`src/rtl/tsp_nearest_neighbour_tour_macros.svh`:
```
// ----------------------------------------------------------------------------
// tsp_nearest_neighbour_tour_macros
// Assertion helpers for the tour builder; clocked on clk, off during reset.
// ----------------------------------------------------------------------------
`ifndef TSP_NEAREST_NEIGHBOUR_TOUR_MACROS_SVH
`define TSP_NEAREST_NEIGHBOUR_TOUR_MACROS_SVH

// same-cycle implication
`define TNN_ASSERT_IMP(label, ante, cons) \
	label: assert property (@(posedge clk) disable iff (!arst_n) (ante) |-> (cons)) \
		else $error("tnn: same-cycle check failed");

// next-cycle implication
`define TNN_ASSERT_NXT(label, ante, cons) \
	label: assert property (@(posedge clk) disable iff (!arst_n) (ante) |=> (cons)) \
		else $error("tnn: next-cycle check failed");

`endif

```
`src/rtl/tnn_pkg.sv`:
```
// ----------------------------------------------------------------------------
// tnn_pkg
// Shared widths, register indexes and the scan candidate type.
// ----------------------------------------------------------------------------
package tnn_pkg;

	localparam int CITY_W       = 4;
	localparam int POS_W        = 4;
	localparam int COUNT_W      = 5;
	localparam int COST_W       = 20;
	localparam int BEST_W       = 21;
	localparam int RESULT_LIMIT = 16;
	localparam int CFG_IDX_W    = 2;
	localparam int CFG_DATA_W   = 5;

	localparam logic [COST_W-1:0] COST_MAX = 20'hFFFFF;

	localparam logic [CFG_IDX_W-1:0] REG_CITY_COUNT = 2'd0;
	localparam logic [CFG_IDX_W-1:0] REG_START_CITY = 2'd1;
	localparam logic [CFG_IDX_W-1:0] REG_ALL_STARTS = 2'd2;

	// one matrix entry under test in the compare unit
	typedef struct packed {
		logic              vld;
		logic              skip;   // city already visited
		logic [CITY_W-1:0] city;
	} cand_t;

endpackage

```
`src/rtl/tnn_min_unit.sv`:
```
// ----------------------------------------------------------------------------
// tnn_min_unit
// Running minimum over one scan; strict compare keeps the lower city on ties.
// ----------------------------------------------------------------------------
module tnn_min_unit #(
	parameter int WEIGHT_BITS = 16
) (
	input  logic                         clk,
	input  logic                         arst_n,
	input  logic                         clr,
	input  tnn_pkg::cand_t               cand,
	input  logic [WEIGHT_BITS-1:0]       cand_dist,
	output logic [tnn_pkg::CITY_W-1:0]   best_city,
	output logic [WEIGHT_BITS-1:0]       best_dist
);

	logic found_q;
	logic take;

	assign take = cand.vld && !cand.skip && (!found_q || (cand_dist < best_dist));

	always_ff @(posedge clk or negedge arst_n) begin
		if (!arst_n) begin
			found_q <= 1'b0;
		end else if (clr) begin
			found_q <= 1'b0;
		end else if (take) begin
			found_q <= 1'b1;
		end
	end

	always_ff @(posedge clk) begin
		if (take && !clr) begin
			best_city <= cand.city;
			best_dist <= cand_dist;
		end
	end

endmodule

```
`config.mk`:
```
export PLATFORM = sky130hd
export DESIGN_NAME = tnn_min_unit
export DESIGN_NICKNAME = d
export VERILOG_FILES = /design/src/rtl/tsp_nearest_neighbour_tour_macros.svh /design/src/rtl/tnn_pkg.sv /design/src/rtl/tnn_min_unit.sv
export SDC_FILE = /design/constraint.sdc
export NUM_CORES = 1
export LEC_CHECK = 0
export BUFFER_PORTS_ARGS = -buffer_cell sky130_fd_sc_hd__clkbuf_2
export CORE_MARGIN = 10
export CORE_UTILIZATION = 40
export CTS_CLUSTER_SIZE = 28
export DETAILED_ROUTE_END_ITERATION = 8
export GPL_ROUTABILITY_DRIVEN = 1
export MAX_ROUTING_LAYER = met4
export PLACE_DENSITY = 0.69
export SLEW_MARGIN = 15
export SYNTH_ARGS = -nofsm -noshare
export SYNTH_HDL_FRONTEND = slang
export SYNTH_SLANG_ARGS = --single-unit
```
`constraint.sdc`:
```
create_clock -name clk -period 3.4 [get_ports clk]
set_input_delay 0.34 -clock clk [delete_from_list [all_inputs] [get_ports clk]]
set_output_delay 0.34 -clock clk [all_outputs]
set_load 0.02 [all_outputs]
```
; ---- After elaboration in Yosys (flattened, before gate mapping)
; Cells that the tools add are included.
; W data, S select, Z words.
[op_classes]
n_lt_le_gt_ge = 1
n_mux = 2
n_reduce_logical = 8
[op_table]
columns = op, n
row1 = $lt A16 B16 Y1, 1
row2 = $logic_and A1 B1 Y1, 3
row3 = $logic_not A1 Y1, 3
row4 = $mux W1, 2
row5 = $reduce_bool A2 Y1, 1
row6 = $logic_or A1 B1 Y1, 1
[totals]
out_inout_bits = 20
elab_cells = 14
regBits = 21
in_bits = 25

; ---- Longest topological paths before layout
[logic_depth]
word_depth = 5
mapped_depth = 6
depth_no_buf = 6

; ---- Worst setup path before layout
; Ideal clock, no wire load.
[synth_timing]
kind = flip-flop to flip-flop
start = reg best_dist[1]
end = reg best_city[0] (netlist bit) (enable)
stages_incl_launch_ff = 6
period_less_slack_ps = 2677
n_path_buf = 0
required_ps = 2994
arrival_ps = 2271
slack_ps = 723
path_cell_list = edfxtp_1 inv_1 ha_1 a2111oi_0 o31ai_1 a22oi_1
[synth_via]
elab_chain_cells = 4
[synth_lines]
columns = item, line_no
row1 = "start, declared", tnn_min_unit.sv:14  ; output logic [WEIGHT_BITS-1:0] best_dist
row2 = "start signal, assigned", tnn_min_unit.sv:35  ; best_dist <= cand_dist;
row3 = $lt A16 B16 Y1, tnn_min_unit.sv:20  ; assign take = cand.vld && !cand.skip && (!found_q || (cand_dist < best_dist));
row4 = $logic_or A1 B1 Y1, tnn_min_unit.sv:20
row5 = $logic_and A1 B1 Y1, tnn_min_unit.sv:20
row6 = $logic_and A1 B1 Y1, tnn_min_unit.sv:33  ; if (take && !clr) begin
row7 = "end signal, assigned", tnn_min_unit.sv:34  ; best_city <= cand.city;
row8 = "end, declared", tnn_min_unit.sv:13  ; output logic [tnn_pkg::CITY_W-1:0] best_city,
; Every way passes these cells.
; A chain may end at the register's enable or synchronous reset.

; ---- Final worst setup path
; Same ends and word-level chain as after synthesis.

==> impl_results.md <==
* Final Cycle Share at 56.2%
* Critical path cell sequence: inv_1, ha_1, a2111oi_0, o31ai_1, a22oi_1, buf_4
* Cell area after layout at 0.00134 mm2
* Initial Util at 41.7%
* DPL Wire Length at 1.96 mm
* Arrival time worst endpoint at 1930 ps
* Cells after Synth at 78
* Syn avg cell area at 13.2 um2
* Largest net degree at the start of global routing at 13
* Max cap viols at 0
* Initial antenna violation count at 0
* Pwr per Cell Area at 380 mW/mm2
* 1st-iter DRT viols at 23
* Leak pwr at 0.663 nW
* CTS tree: done
* H-tree Lvls at 1
* Worst relative slew slack at roughly 76%
* DIE AREA at 0.00502 mm2
* Vias at 755
* Setup violators final at 0
* Worst Path Class, Setup: flip-flop to flip-flop
* CP bufs+invs at 2
* Final antenna-violating net count at 0
* Hold Path Class: primary input to flip-flop
* Most frequent cells in the layout: clkbuf_2, edfxtp_1, inv_1
* Worst-path clk slew at 120 ps
* Worst path top cell family by delay: compound AO/OA/AOI/OAI gates
* Worst Path Required at 3420 ps
* Final Skew at 2.57 ps
* Share of cells above drive strength 1 at 38.8%
* Clock Tree Buf Depth at 2
* Worst-case vdd ir drop at 0.224 mV
* Routability cong. at 0.764
* Drt total wl at ~2.3 mm
* Die Ht at approximately 71 um
* Area after DPL at 0.00131 mm2
* Post-Syn Area at a little over 0.001 mm2
* CTS root buf: clkbuf_4
* Worst-skew pair later-pin latency at 300 ps
* Critical Path End Type: flip-flop
* Area growth, synth to finish at 30.0%
* Syn_nets at 118
* Die X at 70.8 um
* Synthesized flop and latch total at 21
* Critical Path Source Type: flip-flop
* Drt drc at 0
* Ys Warns at 0
* Io pins at 45
* Vias per cell at 4.75
* Sw power at between 0.0001 and 0.00015 W
* Gr ovfl total at 0
* Post-route minimum period at between 1500 and 2000 ps
* Core area at 0.00248 mm2
* Final slew viol count at 0
* Cell internal pwr at 0.000380 W
* Clock share of power at 23.3%
* Worst path max stage delay at approximately 420 ps
* Final hold vios at 0
* Share of power burned in combinational logic at between 10% and 20%
* RSZ-0062 raised after global routing: no
* Slew @ Worst Pin at about 350 ps
* Reg power frac at between 50% and 60%
* Switching Fraction at 25.7%
* TritonRoute pass-1 iters at 4
* Slowest CP cell: edfxtp_1
* Peak Freq at 523 MHz
* ANT cells at 0
* Cell variety after synth at 20
* WL/cell at 14.5 um
* Total power at ~0.00051 W
* Final nets at 170
* Commonest non-fill, non-tap cell in the layout: clkbuf_2
* Port bufs at 44
* CP max FO at 10
* TritonCTS Buffers at 3
* Setup TNS at 0 ps
* Setup bufs post-CTS at 0
* Seq/Total Area, Yosys at 60.5%
* Status: completed
* Global-route usage over all layers at 9.89%
* Clock Sinks at 21
* # rows at 18
* First-pass GRT wire length at roughly 4.0 mm
* Vias in the first global route at between 800 and 900
## cells in the mapped netlist
master	instances	area, um2
inv_1	16	60.1
o21a_1	3	22.5
nand2b_1	1	6.26
nor4b_1	1	8.76
nand2_1	3	11.3
o31ai_1	1	7.51
nand3_1	1	5.00
a21o_1	1	7.51
dfrtp_1	1	25.0
ha_1	15	188
o211ai_1	1	7.51
a22oi_1	1	7.51
a21oi_1	5	25.0
a2111oi_0	1	8.76
edfxtp_1	20	601
or3b_1	1	8.76
nand4_1	2	12.5
nor2_1	2	7.51
a211oi_1	1	7.51
or2_1	1	6.26
## flip-flops by register name (all words and copies together), names as in the netlist
signal / flops
best_city: 4
found_q: 1
best_dist: 16
## cells by family after synthesis
kind of cell               Yosys count  share of synthesized area, %
adders and majority gates           15                          18.2
DFF                                 21                          60.5
AOI/OAI and AO/OA                   14                          9.08
buffers and inverters               16                          5.81
and+or+nand+nor                     12                          6.42
## metrics by stage
| stage | setup slack (ps) | util, % | hold WS [ps] | cells |
|---|---|---|---|---|
| after floorplan | 723 | - | 44.4 | 78 |
| after global placement | 1480 | 52.7 | 116 | 154 |
| after detailed placement | 1450 | 52.7 | 117 | 154 |
| after CTS | 1460 | 54.2 | 167 | 159 |
| after global routing | 1360 | 54.2 | 170 | 159 |
| final | 1490 | 54.2 | 185 | 159 |
## area by class of cell
cell class / instances / area (um2)
repair buffers: 47 / 245
multi-input cells: 41 / 348
well taps: 30 / 37.5
clock inverters: 1 / 5.00
inverters: 16 / 60.1
flip-flops and latches: 21 / 626
clock buffers: 3 / 22.5
fillers: 233 / 1130
## layer usage
layer  vias up  part of all wire, %  track usage, %
li1        385                    -               -
met5         -                    0               -
met2        27                   51            16.1
met4         0                 0.30            5.16
met1       341                   42            10.1
met3         2                  7.2            3.77
## power groups by stage
stage	sequential [W]	combinational, W	clock [W]
after floorplan	0.000324	0.0000344	0
after global placement	0.000310	0.0000849	0
after detailed placement	0.000310	0.0000875	0
after CTS	0.000304	0.0000889	0.000128
after global routing	0.000306	0.000100	0.000137
final	0.000304	0.0000874	0.000119
## path summary, 6_finish.rpt
kind | start | end | slack (ps) | cells after the start
worst max register to register | best_dist[1] | best_city[0] | 1490 | 6
worst min register to register | found_q | found_q | 520 | 2
worst min-delay path | clr | found_q | 180 | 2
max in group asynchronous | arst_n | found_q | 2990 | 2
worst max-delay path | best_dist[1] | best_city[0] | 1490 | 6
min in group asynchronous | arst_n | found_q | 330 | 2
## repair_timing
| action | in CTS | in global routing |
|---|---|---|
| resized for setup | 0 | 0 |
| hold buffers | 1 | 0 |
| hold endpoints to repair | 1 | 0 |
## worst reg2reg max path, delay by kind of cell (launching register included)
| family | cells | cell delay, ps |
|---|---|---|
| compound gates | 3 | 680 |
| flops | 1 | 420 |
| buf+inv | 2 | 320 |
| fa+ha+maj | 1 | 210 |
Power figures use the tool's default switching activity.
